--- src/sv/mtk_pkg.sv ---
// Package: codes, types and character tables for the multi-tap text entry block.
`timescale 1ns / 1ps

package mtk_pkg;

  // Text store size that the consumer keeps
  localparam int TEXT_CAPACITY = 128;
  localparam int LEN_LIMIT_I   = (TEXT_CAPACITY - 1 > 127) ? 127 : (TEXT_CAPACITY - 1);
  localparam logic [6:0] LEN_LIMIT = 7'(LEN_LIMIT_I);

  localparam logic [15:0] TIMEOUT_RESET = 16'd600;

  typedef enum logic [1:0] {
    OP_KEY   = 2'd0,
    OP_TICK  = 2'd1,
    OP_BACK  = 2'd2,
    OP_CLEAR = 2'd3
  } op_t;

  typedef enum logic [2:0] {
    ACT_NONE    = 3'd0,
    ACT_APPEND  = 3'd1,
    ACT_REPLACE = 3'd2,
    ACT_DELETE  = 3'd3,
    ACT_CLEARED = 3'd4
  } action_t;

  typedef enum logic [1:0] {
    MODE_LOWER   = 2'd0,
    MODE_UPPER   = 2'd1,
    MODE_NUMERIC = 2'd2
  } mode_t;

  localparam logic [3:0] KEY_ASTERISK = 4'd10;
  localparam logic [3:0] KEY_POUND    = 4'd11;

  // One result request
  typedef struct packed {
    logic [2:0] action;
    logic [6:0] char_code;
    logic [6:0] text_length;
    logic [1:0] mode;
  } result_t;

  // Lower-case character lists, one row per key (digits, then asterisk)
  localparam logic [7:0] LOWER_TABLE [0:10][0:11] = '{
    '{" ", "0", 8'h00, 8'h00, 8'h00, 8'h00, 8'h00, 8'h00, 8'h00, 8'h00, 8'h00, 8'h00},
    '{".", ",", "!", "?", "'", "-", "@", "#", "$", "%", "&", "1"},
    '{"a", "b", "c", "2", 8'h00, 8'h00, 8'h00, 8'h00, 8'h00, 8'h00, 8'h00, 8'h00},
    '{"d", "e", "f", "3", 8'h00, 8'h00, 8'h00, 8'h00, 8'h00, 8'h00, 8'h00, 8'h00},
    '{"g", "h", "i", "4", 8'h00, 8'h00, 8'h00, 8'h00, 8'h00, 8'h00, 8'h00, 8'h00},
    '{"j", "k", "l", "5", 8'h00, 8'h00, 8'h00, 8'h00, 8'h00, 8'h00, 8'h00, 8'h00},
    '{"m", "n", "o", "6", 8'h00, 8'h00, 8'h00, 8'h00, 8'h00, 8'h00, 8'h00, 8'h00},
    '{"p", "q", "r", "s", "7", 8'h00, 8'h00, 8'h00, 8'h00, 8'h00, 8'h00, 8'h00},
    '{"t", "u", "v", "8", 8'h00, 8'h00, 8'h00, 8'h00, 8'h00, 8'h00, 8'h00, 8'h00},
    '{"w", "x", "y", "z", "9", 8'h00, 8'h00, 8'h00, 8'h00, 8'h00, 8'h00, 8'h00},
    '{"+", "*", 8'h00, 8'h00, 8'h00, 8'h00, 8'h00, 8'h00, 8'h00, 8'h00, 8'h00, 8'h00}
  };

  localparam logic [3:0] LIST_LEN [0:10] = '{
    4'd2, 4'd12, 4'd4, 4'd4, 4'd4, 4'd4, 4'd4, 4'd5, 4'd4, 4'd5, 4'd2
  };

  localparam logic [7:0] NUMERIC_STAR [0:2] = '{"+", "*", "#"};

  // Length of a key's list in the given mode (key is a digit or asterisk)
  function automatic logic [3:0] list_len(input logic [1:0] mode, input logic [3:0] key);
    logic [3:0] len;
    len = 4'd1;
    if (mode == MODE_NUMERIC) begin
      len = (key == KEY_ASTERISK) ? 4'd3 : 4'd1;
    end else if (key <= KEY_ASTERISK) begin
      len = LIST_LEN[key];
    end
    return len;
  endfunction

  // Character at a list position in the given mode
  function automatic logic [6:0] list_char(input logic [1:0] mode, input logic [3:0] key,
                                           input logic [3:0] pos);
    logic [7:0] c;
    c = 8'h00;
    if (mode == MODE_NUMERIC) begin
      if (key == KEY_ASTERISK) begin
        if (pos < 4'd3) begin
          c = NUMERIC_STAR[pos[1:0]];
        end
      end else begin
        c = 8'h30 + {4'd0, key};
      end
    end else if (key <= KEY_ASTERISK && pos < 4'd12) begin
      c = LOWER_TABLE[key][pos];
      if (mode == MODE_UPPER && c >= "a" && c <= "z") begin
        c = c - 8'd32;
      end
    end
    return c[6:0];
  endfunction

  // Mode order: lower -> upper -> numeric -> lower
  function automatic logic [1:0] step_mode(input logic [1:0] mode);
    logic [1:0] m;
    case (mode)
      MODE_LOWER: m = MODE_UPPER;
      MODE_UPPER: m = MODE_NUMERIC;
      default:    m = MODE_LOWER;
    endcase
    return m;
  endfunction

endpackage

--- src/sv/mtk_core.sv ---
// Tap state registers and the single-pass next-state and result logic.
`timescale 1ns / 1ps

module mtk_core (
  input  logic             clk,
  input  logic             rst,
  input  logic             cfg_write,
  input  logic [15:0]      cfg_data,
  input  logic             accept,
  input  logic [1:0]       operation,
  input  logic [3:0]       key,
  output mtk_pkg::result_t result
);
  import mtk_pkg::*;

  logic [15:0] timeout_val;
  logic        pending_valid, pending_valid_next;
  logic [3:0]  pending_key, pending_key_next;
  logic [3:0]  cycle_position, cycle_position_next;
  logic [15:0] elapsed_ms, elapsed_ms_next;
  logic [1:0]  case_mode, case_mode_next;
  logic [6:0]  length_count, length_count_next;

  logic [15:0] elapsed_inc;
  logic [3:0]  pos_inc;
  logic [3:0]  cur_len;
  logic        is_repeat;

  // Next state and result for the request at the inputs
  always_comb begin
    pending_valid_next  = pending_valid;
    pending_key_next    = pending_key;
    cycle_position_next = cycle_position;
    elapsed_ms_next     = elapsed_ms;
    case_mode_next      = case_mode;
    length_count_next   = length_count;
    result.action       = ACT_NONE;
    result.char_code    = 7'd0;

    elapsed_inc = (elapsed_ms != 16'hFFFF) ? (elapsed_ms + 16'd1) : elapsed_ms;
    cur_len     = list_len(case_mode, key);
    pos_inc     = cycle_position + 4'd1;
    is_repeat   = pending_valid && (pending_key == key) && (elapsed_ms < timeout_val);

    case (operation)
      OP_KEY: begin
        if (key == KEY_POUND) begin
          pending_valid_next  = 1'b0;
          pending_key_next    = 4'd0;
          cycle_position_next = 4'd0;
          case_mode_next      = step_mode(case_mode);
        end else if (key <= KEY_ASTERISK) begin
          if (is_repeat) begin
            cycle_position_next = (pos_inc >= cur_len) ? 4'd0 : pos_inc;
            if (length_count != 7'd0) begin
              result.action    = ACT_REPLACE;
              result.char_code = list_char(case_mode, key, cycle_position_next);
            end
            elapsed_ms_next = 16'd0;
          end else if (length_count < LEN_LIMIT) begin
            pending_valid_next  = 1'b1;
            pending_key_next    = key;
            cycle_position_next = 4'd0;
            elapsed_ms_next     = 16'd0;
            length_count_next   = length_count + 7'd1;
            result.action       = ACT_APPEND;
            result.char_code    = list_char(case_mode, key, 4'd0);
          end else begin
            pending_valid_next  = 1'b0;
            pending_key_next    = 4'd0;
            cycle_position_next = 4'd0;
            elapsed_ms_next     = 16'd0;
          end
        end
      end
      OP_TICK: begin
        elapsed_ms_next = elapsed_inc;
        if (pending_valid && elapsed_inc >= timeout_val) begin
          pending_valid_next  = 1'b0;
          pending_key_next    = 4'd0;
          cycle_position_next = 4'd0;
        end
      end
      OP_BACK: begin
        pending_valid_next  = 1'b0;
        pending_key_next    = 4'd0;
        cycle_position_next = 4'd0;
        if (length_count != 7'd0) begin
          length_count_next = length_count - 7'd1;
          result.action     = ACT_DELETE;
        end
      end
      default: begin
        pending_valid_next  = 1'b0;
        pending_key_next    = 4'd0;
        cycle_position_next = 4'd0;
        length_count_next   = 7'd0;
        result.action       = ACT_CLEARED;
      end
    endcase

    result.text_length = length_count_next;
    result.mode        = case_mode_next;
  end

  // State update on each accepted request; timeout register on writes
  always_ff @(posedge clk) begin
    if (rst) begin
      timeout_val    <= TIMEOUT_RESET;
      pending_valid  <= 1'b0;
      pending_key    <= 4'd0;
      cycle_position <= 4'd0;
      elapsed_ms     <= 16'd0;
      case_mode      <= MODE_LOWER;
      length_count   <= 7'd0;
    end else begin
      if (cfg_write) begin
        timeout_val <= cfg_data;
      end
      if (accept) begin
        pending_valid  <= pending_valid_next;
        pending_key    <= pending_key_next;
        cycle_position <= cycle_position_next;
        elapsed_ms     <= elapsed_ms_next;
        case_mode      <= case_mode_next;
        length_count   <= length_count_next;
      end
    end
  end

endmodule

--- src/sv/mtk_out_buf.sv ---
// Output register with a skid stage between the core and the result channel.
`timescale 1ns / 1ps

module mtk_out_buf (
  input  logic             clk,
  input  logic             rst,
  input  logic             push,
  input  mtk_pkg::result_t push_data,
  output logic             full,
  output logic             out_valid,
  input  logic             out_stall,
  output mtk_pkg::result_t out_data
);
  import mtk_pkg::*;

  logic    skid_valid;
  result_t skid_data;
  logic    pop;

  assign pop  = out_valid && !out_stall;
  assign full = skid_valid;

  // Main register feeds the port; skid catches a request while main is held
  always_ff @(posedge clk) begin
    if (rst) begin
      out_valid  <= 1'b0;
      skid_valid <= 1'b0;
    end else begin
      if (!out_valid || pop) begin
        if (skid_valid) begin
          out_valid  <= 1'b1;
          skid_valid <= push;
        end else begin
          out_valid <= push;
        end
      end else if (push) begin
        skid_valid <= 1'b1;
      end
    end
  end

  always_ff @(posedge clk) begin
    if (!out_valid || pop) begin
      if (skid_valid) begin
        out_data <= skid_data;
        if (push) begin
          skid_data <= push_data;
        end
      end else if (push) begin
        out_data <= push_data;
      end
    end else if (push) begin
      skid_data <= push_data;
    end
  end

endmodule

--- src/sv/multi_tap_keypad_text_entry.sv ---
// Multi-tap keypad text entry: top level.
// Each result is registered in the output register, or in the skid if that is held.
// Throughput: one request per cycle unless in_stall is high; the state update and
// table lookup share one combinational pass into the tap-state and output registers.
// Reset (synchronous): no pending tap, lower-case mode, empty text, timeout 600 ms,
// no result held.
`timescale 1ns / 1ps

module multi_tap_keypad_text_entry (
  input  logic        clk,
  input  logic        rst,
  input  logic        cfg_write,
  input  logic [15:0] cfg_data,
  input  logic        in_valid,
  output logic        in_stall,
  input  logic [1:0]  operation,
  input  logic [3:0]  key,
  output logic        out_valid,
  input  logic        out_stall,
  output logic [2:0]  action,
  output logic [6:0]  char_code,
  output logic [6:0]  text_length,
  output logic [1:0]  mode
);
  import mtk_pkg::*;

  logic    accept;
  logic    buf_full;
  result_t core_result;
  result_t out_data;

  assign in_stall = buf_full;
  assign accept   = in_valid && !buf_full;

  // Tap state and edit logic
  mtk_core u_core (
    .clk       (clk),
    .rst       (rst),
    .cfg_write (cfg_write),
    .cfg_data  (cfg_data),
    .accept    (accept),
    .operation (operation),
    .key       (key),
    .result    (core_result)
  );

  // Result register and skid
  mtk_out_buf u_out_buf (
    .clk       (clk),
    .rst       (rst),
    .push      (accept),
    .push_data (core_result),
    .full      (buf_full),
    .out_valid (out_valid),
    .out_stall (out_stall),
    .out_data  (out_data)
  );

  assign action      = out_data.action;
  assign char_code   = out_data.char_code;
  assign text_length = out_data.text_length;
  assign mode        = out_data.mode;

endmodule

--- config.mk ---
export PLATFORM = sky130hd
export DESIGN_NAME = multi_tap_keypad_text_entry
export DESIGN_NICKNAME = d
export VERILOG_FILES = /design/src/sv/mtk_pkg.sv /design/src/sv/mtk_core.sv /design/src/sv/mtk_out_buf.sv /design/src/sv/multi_tap_keypad_text_entry.sv
export SDC_FILE = /design/constraint.sdc
export NUM_CORES = 1
export LEC_CHECK = 0
export BUFFER_PORTS_ARGS = -buffer_cell sky130_fd_sc_hd__clkbuf_2
export CAP_MARGIN = 20
export CORE_MARGIN = 4
export CORE_UTILIZATION = 57
export CTS_BUF_LIST = sky130_fd_sc_hd__clkbuf_8
export DETAILED_ROUTE_END_ITERATION = 7
export HOLD_SLACK_MARGIN = 0.02
export PLACE_DENSITY_LB_ADDON = 0.2
export RECOVER_POWER = 50
export SYNTH_ARGS = -nofsm -noshare
export SYNTH_HDL_FRONTEND = slang
export SYNTH_SLANG_ARGS = --single-unit
export TNS_END_PERCENT = 50
--- constraint.sdc ---
create_clock -name clk -period 3.6 [get_ports clk]
set_input_delay 0.18 -clock clk [delete_from_list [all_inputs] [get_ports clk]]
set_output_delay 0.18 -clock clk [all_outputs]
set_load 0.005 [all_outputs]
==> flow_metrics.env, run 1 <==
export IMPL_netlist_top_cells_area="edfxtp_1 17%, dfxtp_1 16%, ha_1 8.6%"
export IMPL_io_pins=48
export IMPL_htree_levels=3
export IMPL_grt_max_degree=50
export IMPL_layout_common_cells="102 x nor2_1, 67 x nand2_1, 54 x buf_4, 47 x dfxtp_1"
export IMPL_core_area_mm2=0.0110
export IMPL_ys_ff_latch=90
export IMPL_relSlewSlack_pct=24.3
export IMPL_clk_pin_slew_ps=90
export IMPL_initial_utilization_pct=59.2
export IMPL_grt_antenna_before_repair=0
export IMPL_synth_edf_count=38
export IMPL_min_period_over_period_pct=98.4
export IMPL_status="finished clean"
export IMPL_hold_path_class="in2reg"
export IMPL_max_clock_path_buffers=2
export IMPL_dp_hpwl_um=13900
export IMPL_path_max_fanout=7
export IMPL_grt_pass1_vias=6126
export IMPL_synth_distinct_cells=72
export IMPL_start_kind="register"
export IMPL_synthesis_nets=861
export IMPL_reg2regPathDepth=17
export IMPL_area_delta_synth_final_pct=15.9
export IMPL_fin_cells=1008
export IMPL_clock_latency_ps=380
export IMPL_end_kind="register"
export IMPL_fin_tns_setup_ps=0
export IMPL_required_ps=3880
export IMPL_min_from="cfg_data[4]"
export IMPL_synth_top_area_cell="edfxtp_1"
export IMPL_grt_ovfl_total=0
export IMPL_synth_top_cell_area_share_pct=17.5
export IMPL_yosysSeqAreaShare_pct=33.4
export IMPL_grt_first_pass_wirelength_um=30000
export IMPL_viasPerCell=6.42
export IMPL_ant_nets=0
export IMPL_dpl_cell_count=982
export IMPL_dr_pass1_iters=7
export IMPL_numCtsBuffers=9
export IMPL_finalHoldViolCount=0
export IMPL_num_vias=6472
export IMPL_yosys_warnings=0
export IMPL_diodes=0
export IMPL_clock_sinks=90
export IMPL_setup_viol=0
export IMPL_drtIter0Drc=601
export IMPL_min_to="u_core.timeout_val[4]"
export IMPL_critical_path_class="reg2reg"
export IMPL_layout_drive_gt1_share_pct=19.7
export IMPL_root_buffer="clkbuf_8"
export IMPL_gp_congestion=0.978
export IMPL_ir_worst_vdd_mv=0.375
export IMPL_r2r_slack_ps=60
export IMPL_layout_commonest_cell="nor2_1"
export IMPL_holdPathStages=3
export IMPL_arrival_ps=3830
export IMPL_syn_inst=789
export IMPL_maxCapViolCount=0
export IMPL_grtUsageTotal_pct=28.3
export IMPL_fin_skew_ps=16.0
export IMPL_ys_flop_type="dfxtp_1"
export IMPL_tightestPinTransition_ps=1140
export IMPL_remaining_drc_errors=0
export IMPL_portBuffers=47
export IMPL_fin_ws_ps=56.5
export IMPL_r2r_end="u_core.pending_key[2]"
export IMPL_totalWireLength_um=19100
export IMPL_die_h_um=115
export IMPL_dieArea_mm2=0.0132
export IMPL_r2r_start="u_core.elapsed_ms[3]"
export IMPL_syn_avg_cell_area_um2=8.28
export IMPL_fin_crit_ps=3540
export IMPL_fp_row_count=38
export IMPL_synth_async_reset_ratio_pct=0
export IMPL_p_per_area_mw_per_mm2=310
export IMPL_cts_tree="done"
export IMPL_fmax_mhz=282
export IMPL_nets=935
export IMPL_avgRoutedWirePerCell_um=18.9
export IMPL_die_w_um=115
export IMPL_place_ws_ps=-2.91
export IMPL_power_leakage_uw=0.00313
export IMPL_synth_cell_area_mm2=0.00654
export IMPL_grt_setup_unrepaired="yes"
export IMPL_drv_slew=0
## per-layer routing
layer  vias up  GRT usage (%)  wire [µm]
met5         -              0          0
met3        48           5.05       1500
met4         0           11.7        421
met1      3033           38.1       8210
li1       3069              -          -
met2       322           44.9       8970
## sequential cells by signal, indices dropped and copies added, names as in the netlist
register / cells
u_core.case_mode: 2
u_out_buf.full: 1
u_core.timeout_val: 16
u_core.cycle_position: 4
u_out_buf.out_data: 19
u_core.elapsed_ms: 16
u_core.pending_valid: 1
u_core.length_count: 7
u_out_buf.skid_data: 19
u_core.pending_key: 4
u_out_buf.out_valid: 1
## stage by stage
step                      utilization (%)  instance area, µm²  hold slack, ps  power (µW)
after floorplan                         -                6540             310        1480
after global placement               64.8                7150             397        1620
after detailed placement             64.8                7150             412        1640
after CTS                            66.9                7380            21.7        2330
after global routing                 68.6                7570            21.8        2450
final                                68.6                7570            34.5        2350
## Yosys cell counts, drive strengths merged (3+ instances only)
library cell  count
mux2             14
mux2i            15
or3               7
a41oi             3
inv              30
a21boi            4
o21a             11
edfxtp           38
and3              4
or4               5
nand3b            3
nor3             22
a311oi            3
clkbuf           25
xor2              8
a22oi            15
a211o             3
a21oi            51
o21ai            50
nor2            103
a2111oi           3
o31ai            13
nand2b           14
dfxtp            52
o2111ai           3
o211ai           14
and2              5
nand2            67
a211oi            8
a31oi            11
ha               45
nor3b             5
nor4b             3
nand4            14
buf              20
nor2b            17
nor4              6
a32oi             3
a21o             12
nand3            21
xnor2            10
o22ai             6
## final cells by class
type	count	area (µm²)
clock inverters	6	56.3
well taps	140	175
repair buffers	108	727
multi-input cells	624	4170
flip-flops and latches	90	2190
fillers	890	3460
clock buffers	10	138
inverters	30	113
## what timing repair did
| action | CTS | global route |
|---|---|---|
| hold endpoints to repair | 3 | 0 |
| hold buffers | 3 | 0 |
| setup endpoints to repair | 0 | 11 |
| gates resized for setup | 0 | 35 |
| setup buffers | 0 | 5 |
## worst max-delay path by stage
stage,start,to,slack (ps),depth (start not counted)
6_report,u_core.elapsed_ms[3],u_core.pending_key[2],60,17
5_1_grt,u_core.elapsed_ms[5],u_core.cycle_position[1],-100,17
4_1_cts,u_core.elapsed_ms[1],u_core.cycle_position[1],60,15
3_5_place_dp,key[1],u_out_buf.out_data[14],-3,15
3_3_place_gp,key[1],u_out_buf.out_data[14],110,16
2_1_floorplan,key[0],u_out_buf.out_data[14],20,17
## critical path, cell delays in order (launching register included)
cell      delay (ps)
dfxtp_2          340
and4_4           220
nand4_1          200
nor4b_4          340
nand3_2          170
buf_6            180
nand2b_4          80
nor2_2            40
xor2_1           180
ha_2             200
a21o_1           100
a21oi_1           60
o211ai_1         290
o221a_2          280
o31ai_4           80
buf_6            140
or3_1            390
a21oi_2          140
## logic make-up after synthesis
family / count (synthesis) / synth area share [%]
flip-flops: 90 / 33.4
XOR/XNOR: 18 / 2.53
AO/OA/AOI/OAI: 228 / 23.2
multiplexers: 29 / 4.71
adder cells (fa/ha/maj): 45 / 8.62
buffers and inverters: 75 / 4.71
AND/OR/NAND/NOR: 304 / 22.8
## where the power goes
part	total, µW	switching [µW]	internal [µW]
Combinational	500	298	202
Clock	704	369	335
Sequential	1140	27.3	1120
Total	2350	694	1650
(Power assumes the default switching activity.)
==> run 2, diff against run 1 <==
--- a/config.mk
+++ b/config.mk
@@ -16,5 +16,6 @@
 export RECOVER_POWER = 50
 export SYNTH_ARGS = -nofsm -noshare
 export SYNTH_HDL_FRONTEND = slang
+export SYNTH_HIERARCHICAL = 1
 export SYNTH_SLANG_ARGS = --single-unit
 export TNS_END_PERCENT = 50
==> run 2 against run 1 <==
Effect of this change: the flow now finishes with violations (capacitance limit, slew limit); die area up 1.7%; final area grew 0.53%; critical path type unchanged; combinational power shrank 3%; largest power group unchanged; clock power down 2%; highest routed layer unchanged; cell count down 1.6%.
==> flow_metrics.env, run 2 <==
export IMPL_p_clk_share_pct=29.7
export IMPL_setup_viol=0
export IMPL_core_area_mm2=0.0114
export IMPL_tightestPinTransition_ps=1550
export IMPL_hold_path_class="in2reg"
export IMPL_synthTopCellsByCount="70 x nand2_1, 70 x nor2_1, 52 x dfxtp_1, 45 x a21oi_1, 44 x ha_1"
export IMPL_r2r_start="u_core/case_mode[1]"
export IMPL_portBuffers=47
export IMPL_min_period_over_period_pct=95.7
export IMPL_crit_start="u_core/case_mode[1]"
export IMPL_fin_cells=992
export IMPL_fmax_mhz=290
export IMPL_grt_max_degree=48
export IMPL_pwr_share_seq_pct=49.4
export IMPL_numCtsBuffers=9
export IMPL_required_ps=3710
export IMPL_dieArea_mm2=0.0135
export IMPL_root_buffer="clkbuf_8"
export IMPL_io_pins=48
export IMPL_ys_ff_latch=90
export IMPL_die_h_um=116
export IMPL_avgRoutedWirePerCell_um=18.9
export IMPL_clk_pin_slew_ps=90
export IMPL_synth_distinct_cells=87
export IMPL_layout_commonest_cell="nand2_1"
export IMPL_violations="capacitance limit, slew limit"
export IMPL_grtUsageTotal_pct=28.2
export IMPL_finalHoldViolCount=0
export IMPL_htree_levels=3
export IMPL_fin_crit_ps=3440
export IMPL_drv_slew=24
export IMPL_ir_worst_vdd_mv=0.263
export IMPL_p_per_area_mw_per_mm2=304
export IMPL_yosys_warnings=6
export IMPL_syn_avg_cell_area_um2=8.72
export IMPL_max_clock_path_buffers=2
export IMPL_power_leakage_uw=0.00319
export IMPL_p_comb_share_pct=20.9
export IMPL_arrival_ps=3560
export IMPL_gp_congestion=1.01
export IMPL_yosysSeqAreaShare_pct=32.8
export IMPL_grt_ovfl_total=0
export IMPL_remaining_drc_errors=0
export IMPL_maxCapViolCount=1
export IMPL_synth_edf_count=38
export IMPL_dpl_cell_count=971
export IMPL_totalWireLength_um=18700
export IMPL_end_kind="register"
export IMPL_min_from="cfg_data[6]"
export IMPL_placed_area_mm2=0.00732
export IMPL_initial_utilization_pct=58.3
export IMPL_reg_top3="u_out_buf/out_data x19, u_out_buf/skid_data x19"
export IMPL_dp_hpwl_um=14300
export IMPL_area_delta_synth_final_pct=14.3
export IMPL_ant_nets=0
export IMPL_status="complete, but fails checks"
export IMPL_fin_skew_ps=14.2
export IMPL_netlist_top_cells_area="edfxtp_1 17%, dfxtp_1 16%, ha_1 8.3%"
export IMPL_grt_antenna_before_repair=0
export IMPL_cts_tree="done"
export IMPL_synth_async_reset_ratio_pct=0
export IMPL_syn_inst=763
export IMPL_r2r_slack_ps=160
export IMPL_p_int_uw=1640
export IMPL_drtIter0Drc=579
export IMPL_start_kind="register"
export IMPL_synth_top_area_cell="edfxtp_1"
export IMPL_die_w_um=116
export IMPL_grt_first_pass_wirelength_um=30000
export IMPL_grt_pass1_vias=5959
export IMPL_p_sw_uw=680
export IMPL_viasPerCell=6.36
export IMPL_synth_cell_area_mm2=0.00666
export IMPL_fin_area_mm2=0.00761
export IMPL_dr_pass1_iters=6
export IMPL_multi_input_area_mm2=0.00425
export IMPL_regArea_mm2=0.00219
export IMPL_clock_latency_ps=370
export IMPL_num_vias=6311
export IMPL_ys_flop_type="dfxtp_1"
export IMPL_critical_path_class="reg2reg"
export IMPL_clock_sinks=90
export IMPL_synthesis_nets=834
export IMPL_relSlewSlack_pct=-3.04
export IMPL_layout_drive_gt1_share_pct=19.9
export IMPL_switching_share_pct=29.4
export IMPL_nFillCells=948
export IMPL_fp_row_count=39
export IMPL_nets=915
export IMPL_layout_common_cells="69 x nand2_1, 66 x nor2_1, 57 x buf_4, 46 x dfxtp_1, 43 x a21oi_1"
export IMPL_synth_top_cell_area_share_pct=17.1
export IMPL_path_max_fanout=7
export IMPL_diodes=0
==> run 2: cell types whose count changed after synthesis, sizes merged, moves of 6 or more <==
cell | previous run | this run
o211ai | 14 | 7
a31oi | 11 | 5
a21o | 12 | 20
o21a | 11 | 5
nor3 | 22 | 29
mux2 | 14 | 24
a22oi | 15 | 7
nor2 | 103 | 70
==> run 2: final timing paths <==
check,end,cells after the start
worst max register to register,u_out_buf/out_data[14],14
worst max-delay path,u_out_buf/out_data[14],14
worst min register to register,u_core/pending_key[1],2
worst min-delay path,u_core/timeout_val[6],3
==> run 2: cell families (layout without fill, tap and decap cells) <==
kind of cell / after synthesis / in the layout / share of synthesized area [%]
muxes: 40 / 40 / 7.48
buffers and inverters: 73 / 159 / 4.70
AOI/OAI and AO/OA: 222 / 222 / 23.3
and+or+nand+nor: 277 / 277 / 20.9
xor gates and xnor gates: 17 / 17 / 2.58
adders and majority gates: 44 / 44 / 8.27
DFF: 90 / 90 / 32.8
==> run 2: power by group through the flow <==
stage               sequential, µW  combinational (µW)  clock, µW
CTS                           1140                 476        701
global placement              1160                 460          0
finish                        1140                 484        689
detailed placement            1170                 471          0
floorplan                     1160                 314          0
global route                  1150                 531        739
==> run 2: worst max-delay path: stages, from the launching register on <==
cell and delay, ps:
dfxtp_1 420, nor2b_1 350, nor3_1 70, o21ai_0 180, ha_1 250, inv_1 70
o21ai_1 100, buf_4 190, a221o_1 350, a21oi_1 210, o31ai_1 130, a21o_1 170
a311oi_1 320, o41ai_2 110, mux2_2 270
==> run 2: layout make-up <==
type / instances / share of cell area (%)
Clock inverter: 7 / 0.904
Timing Repair Buffer: 110 / 8.89
Tap cell: 143 / 2.35
Clock buffer: 9 / 1.63
Sequential cell: 90 / 28.8
Inverter: 33 / 1.63
Multi-Input combinational cell: 600 / 55.8
==> run 2: stage by stage <==
stage / setup TNS (ps) / utilization [%] / worst slack, ps / power (µW) / hold WS (ps)
2_1_floorplan: 0 / - / 127 / 1480 / 249
3_3_place_gp: 0 / 64.1 / 41.1 / 1620 / 394
3_5_place_dp: -14.5 / 64.1 / -6.21 / 1640 / 398
4_1_cts: 0 / 66.0 / 6.26 / 2320 / 31.6
5_1_grt: -11.9 / 66.7 / -6.27 / 2420 / 42.4
6_report: 0 / 66.7 / 155 / 2320 / 47.7
==> run 2: metal layers <==
| metal | wire length (µm) | track usage (%) | vias up | share of wire, % |
|---|---|---|---|---|
| met5 | 0 | 0 | - | 0 |
| met4 | 250 | 7.73 | 0 | 1.3 |
| li1 | - | - | 3024 | - |
| met3 | 1510 | 5.74 | 34 | 8.1 |
| met1 | 8350 | 39.2 | 2950 | 45 |
| met2 | 8610 | 44.7 | 303 | 46 |
==> run 2: repair_timing <==
action / 4_1_cts / 5_1_grt
setup buffers: 0 / 2
gates resized for setup: 2 / 32
setup endpoints to repair: 9 / 10
endpoints found under the hold margin: 2 / 0
hold buffers: 2 / 0
pin swaps: 0 / 6
gates cloned: 0 / 1
==> run 3, diff against run 2 <==
--- a/config.mk
+++ b/config.mk
@@ -7,9 +7,9 @@
 export LEC_CHECK = 0
 export BUFFER_PORTS_ARGS = -buffer_cell sky130_fd_sc_hd__clkbuf_2
 export CAP_MARGIN = 20
-export CORE_MARGIN = 4
 export CORE_UTILIZATION = 57
 export CTS_BUF_LIST = sky130_fd_sc_hd__clkbuf_8
+export CTS_CLUSTER_DIAMETER = 60
 export DETAILED_ROUTE_END_ITERATION = 7
 export HOLD_SLACK_MARGIN = 0.02
 export PLACE_DENSITY_LB_ADDON = 0.2
==> run 3 against run 2 <==
Effect of this change: die area decreased by 10%; fmax down 2.6%; hold slack got worse by 10 ps; register-to-register slack got worse by 90 ps; largest power group unchanged; largest cell class unchanged; the run still ends with capacitance limit, slew limit left; worst setup slack lost 92 ps; sequential share of layout area fell by 0.88 points; highest routed layer unchanged; clock power rose by 15%; critical path depth is 1 higher; combinational power increased by 4.5%; final area grew 3.2%; via count rose by 2.5%.
==> flow_metrics.env, run 3 (synthesis results as in run 2) <==
export IMPL_arrival_ps=3840
export IMPL_dp_hpwl_um=14400
export IMPL_crit_top_cell="and4_4"
export IMPL_layout_drive_gt1_share_pct=22.8
export IMPL_finalHoldViolCount=0
export IMPL_power_leakage_uw=0.00332
export IMPL_r2r_end="u_core/cycle_position[2]"
export IMPL_grt_pass1_vias=5842
export IMPL_die_w_um=110
export IMPL_fin_crit_ps=3540
export IMPL_remaining_drc_errors=0
export IMPL_setup_viol=0
export IMPL_grt_setup_unrepaired="yes"
export IMPL_crit_path_top_delay_cell="or4_4"
export IMPL_drv_slew=24
export IMPL_min_period_over_period_pct=98.2
export IMPL_ir_worst_vdd_mv=0.284
export IMPL_switching_share_pct=28.7
export IMPL_portBuffers=47
export IMPL_fmax_mhz=283
export IMPL_p_clk_share_pct=32.4
export IMPL_gp_congestion=1.11
export IMPL_clock_latency_ps=390
export IMPL_hold_path_class="in2reg"
export IMPL_fp_row_count=39
export IMPL_viasPerCell=6.40
export IMPL_pwr_share_seq_pct=46.9
export IMPL_grt_ovfl_total=0
export IMPL_relSlewSlack_pct=-5.41
export IMPL_path_max_fanout=5
export IMPL_p_sw_uw=700
export IMPL_grt_max_degree=48
export IMPL_grt_antenna_before_repair=1
export IMPL_die_h_um=110
export IMPL_reg_top3="u_out_buf/out_data x19, u_out_buf/skid_data x19"
export IMPL_layout_commonest_cell="buf_4"
export IMPL_fin_skew_ps=20.7
export IMPL_nFillCells=911
export IMPL_dieArea_mm2=0.0121
export IMPL_max_stage_delay_ps=480
export IMPL_cp_endpoint="u_core/cycle_position[2]"
export IMPL_layout_common_cells="75 x buf_4, 69 x nand2_1, 65 x nor2_1, 45 x dfxtp_1, 42 x ha_1"
export IMPL_ant_nets=0
export IMPL_grt_first_pass_wirelength_um=29700
export IMPL_clock_sinks=90
export IMPL_area_delta_synth_final_pct=18.0
export IMPL_start_kind="register"
export IMPL_required_ps=3900
export IMPL_nets=933
export IMPL_status="complete, but fails checks"
export IMPL_grtUsageTotal_pct=32.0
export IMPL_totalWireLength_um=19400
export IMPL_root_buffer="clkbuf_8"
export IMPL_p_int_uw=1740
export IMPL_crit_start="u_core/elapsed_ms[3]"
export IMPL_io_pins=48
export IMPL_reg2regPathDepth=15
export IMPL_r2r_slack_ps=60
export IMPL_avgRoutedWirePerCell_um=19.2
export IMPL_critical_path_class="reg2reg"
export IMPL_dr_pass1_iters=7
export IMPL_max_clock_path_buffers=2
export IMPL_violations="capacitance limit, slew limit"
export IMPL_r2r_start="u_core/elapsed_ms[3]"
export IMPL_numCtsBuffers=9
export IMPL_whs_ps=37.4
export IMPL_tightestPinTransition_ps=1580
export IMPL_clk_pin_slew_ps=90
export IMPL_maxCapViolCount=1
export IMPL_cts_tree="done"
export IMPL_p_per_area_mw_per_mm2=311
export IMPL_cp_cell_sequence="and4_4 -> and4_4 -> nand2_4 -> or3_4 -> nor2_4 -> mux2_4 -> ha_4 -> nand4_1 -> nor2_2 -> a211oi_2 -> nand2_1 -> a311oi_2 -> buf_4 -> or4_4 -> a21oi_2"
export IMPL_end_kind="register"
export IMPL_core_area_mm2=0.0114
export IMPL_num_vias=6471
export IMPL_htree_levels=3
export IMPL_p_comb_share_pct=20.7
export IMPL_drtIter0Drc=515
export IMPL_initial_utilization_pct=58.3
export IMPL_fin_area_mm2=0.00786
export IMPL_placed_area_mm2=0.00744
run 3: cell types whose count changed in the layout (fill, tap and decap cells not counted), moves of 2 or more:
cell      delta
a21oi_1      -2
a21oi_2      +2
buf_4       +18
clkbuf_1     +3
clkbuf_2     -2
nor2b_1      -2
nor4b_1      -2
run 3: how the worst min path moves through the flow:
stage                  from                endpoint  slack [ps]  cells after the start
2_1_floorplan           rst     u_out_buf/out_valid         250                      1
3_3_place_gp    cfg_data[3]   u_core/timeout_val[3]         400                      3
3_5_place_dp    cfg_data[4]   u_core/timeout_val[4]         400                      3
4_1_cts        cfg_data[11]  u_core/timeout_val[11]          30                      3
5_1_grt        cfg_data[11]  u_core/timeout_val[11]          40                      3
6_report       cfg_data[11]  u_core/timeout_val[11]          40                      3
run 3: worst max-delay path: cells and delay by family (launching register included):
| family | cells | cell delay, ps |
|---|---|---|
| mux | 1 | 330 |
| flops | 1 | 350 |
| compound gates | 3 | 270 |
| simple gates | 9 | 2070 |
| fa+ha+maj | 1 | 270 |
| buf+inv | 1 | 180 |
run 3: power groups by stage:
stage	combinational, µW	sequential [µW]	clock [µW]
6_report	506	1140	791
5_1_grt	549	1150	845
4_1_cts	488	1140	798
3_5_place_dp	482	1170	0
3_3_place_gp	470	1160	0
2_1_floorplan	314	1160	0
run 3: final cells by class:
cell class              count  area (µm²)  share of cell area (%)
multi-input cells         600        4320                    55.0
well taps                 143         179                    2.28
clock buffers              10         138                    1.75
flip-flops and latches     90        2190                    27.9
diodes                      1        2.50                  0.0319
inverters                  33         124                    1.58
clock inverters             6        88.8                    1.13
repair buffers            128         810                    10.3
run 3: routing by layer:
metal,up-vias,global-route usage (%),wire [µm]
met5,-,0,0
met4,0,11.1,464
met3,54,5.88,1510
met2,306,50.7,8880
met1,3052,43.5,8560
li1,3059,-,-
run 3: per-stage QoR:
step,instances,setup TNS (ps),util (%),power (µW),worst slack [ps]
CTS,1006,0,67.6,2430,1.54
detailed placement,988,-553,65.2,1650,-75.3
floorplan,763,0,-,1480,127
finish,1011,0,68.8,2440,63.5
global placement,988,-34.7,65.2,1630,-34.7
global route,1010,-177,68.8,2550,-30.4
run 3: what timing repair did:
action / in CTS / in global routing
setup endpoints to repair: 10 / 13
hold buffers: 2 / 0
gates resized for setup: 8 / 43
endpoints found under the hold margin: 2 / 0
gates cloned: 0 / 1
setup buffers: 0 / 4
pin swaps: 2 / 16
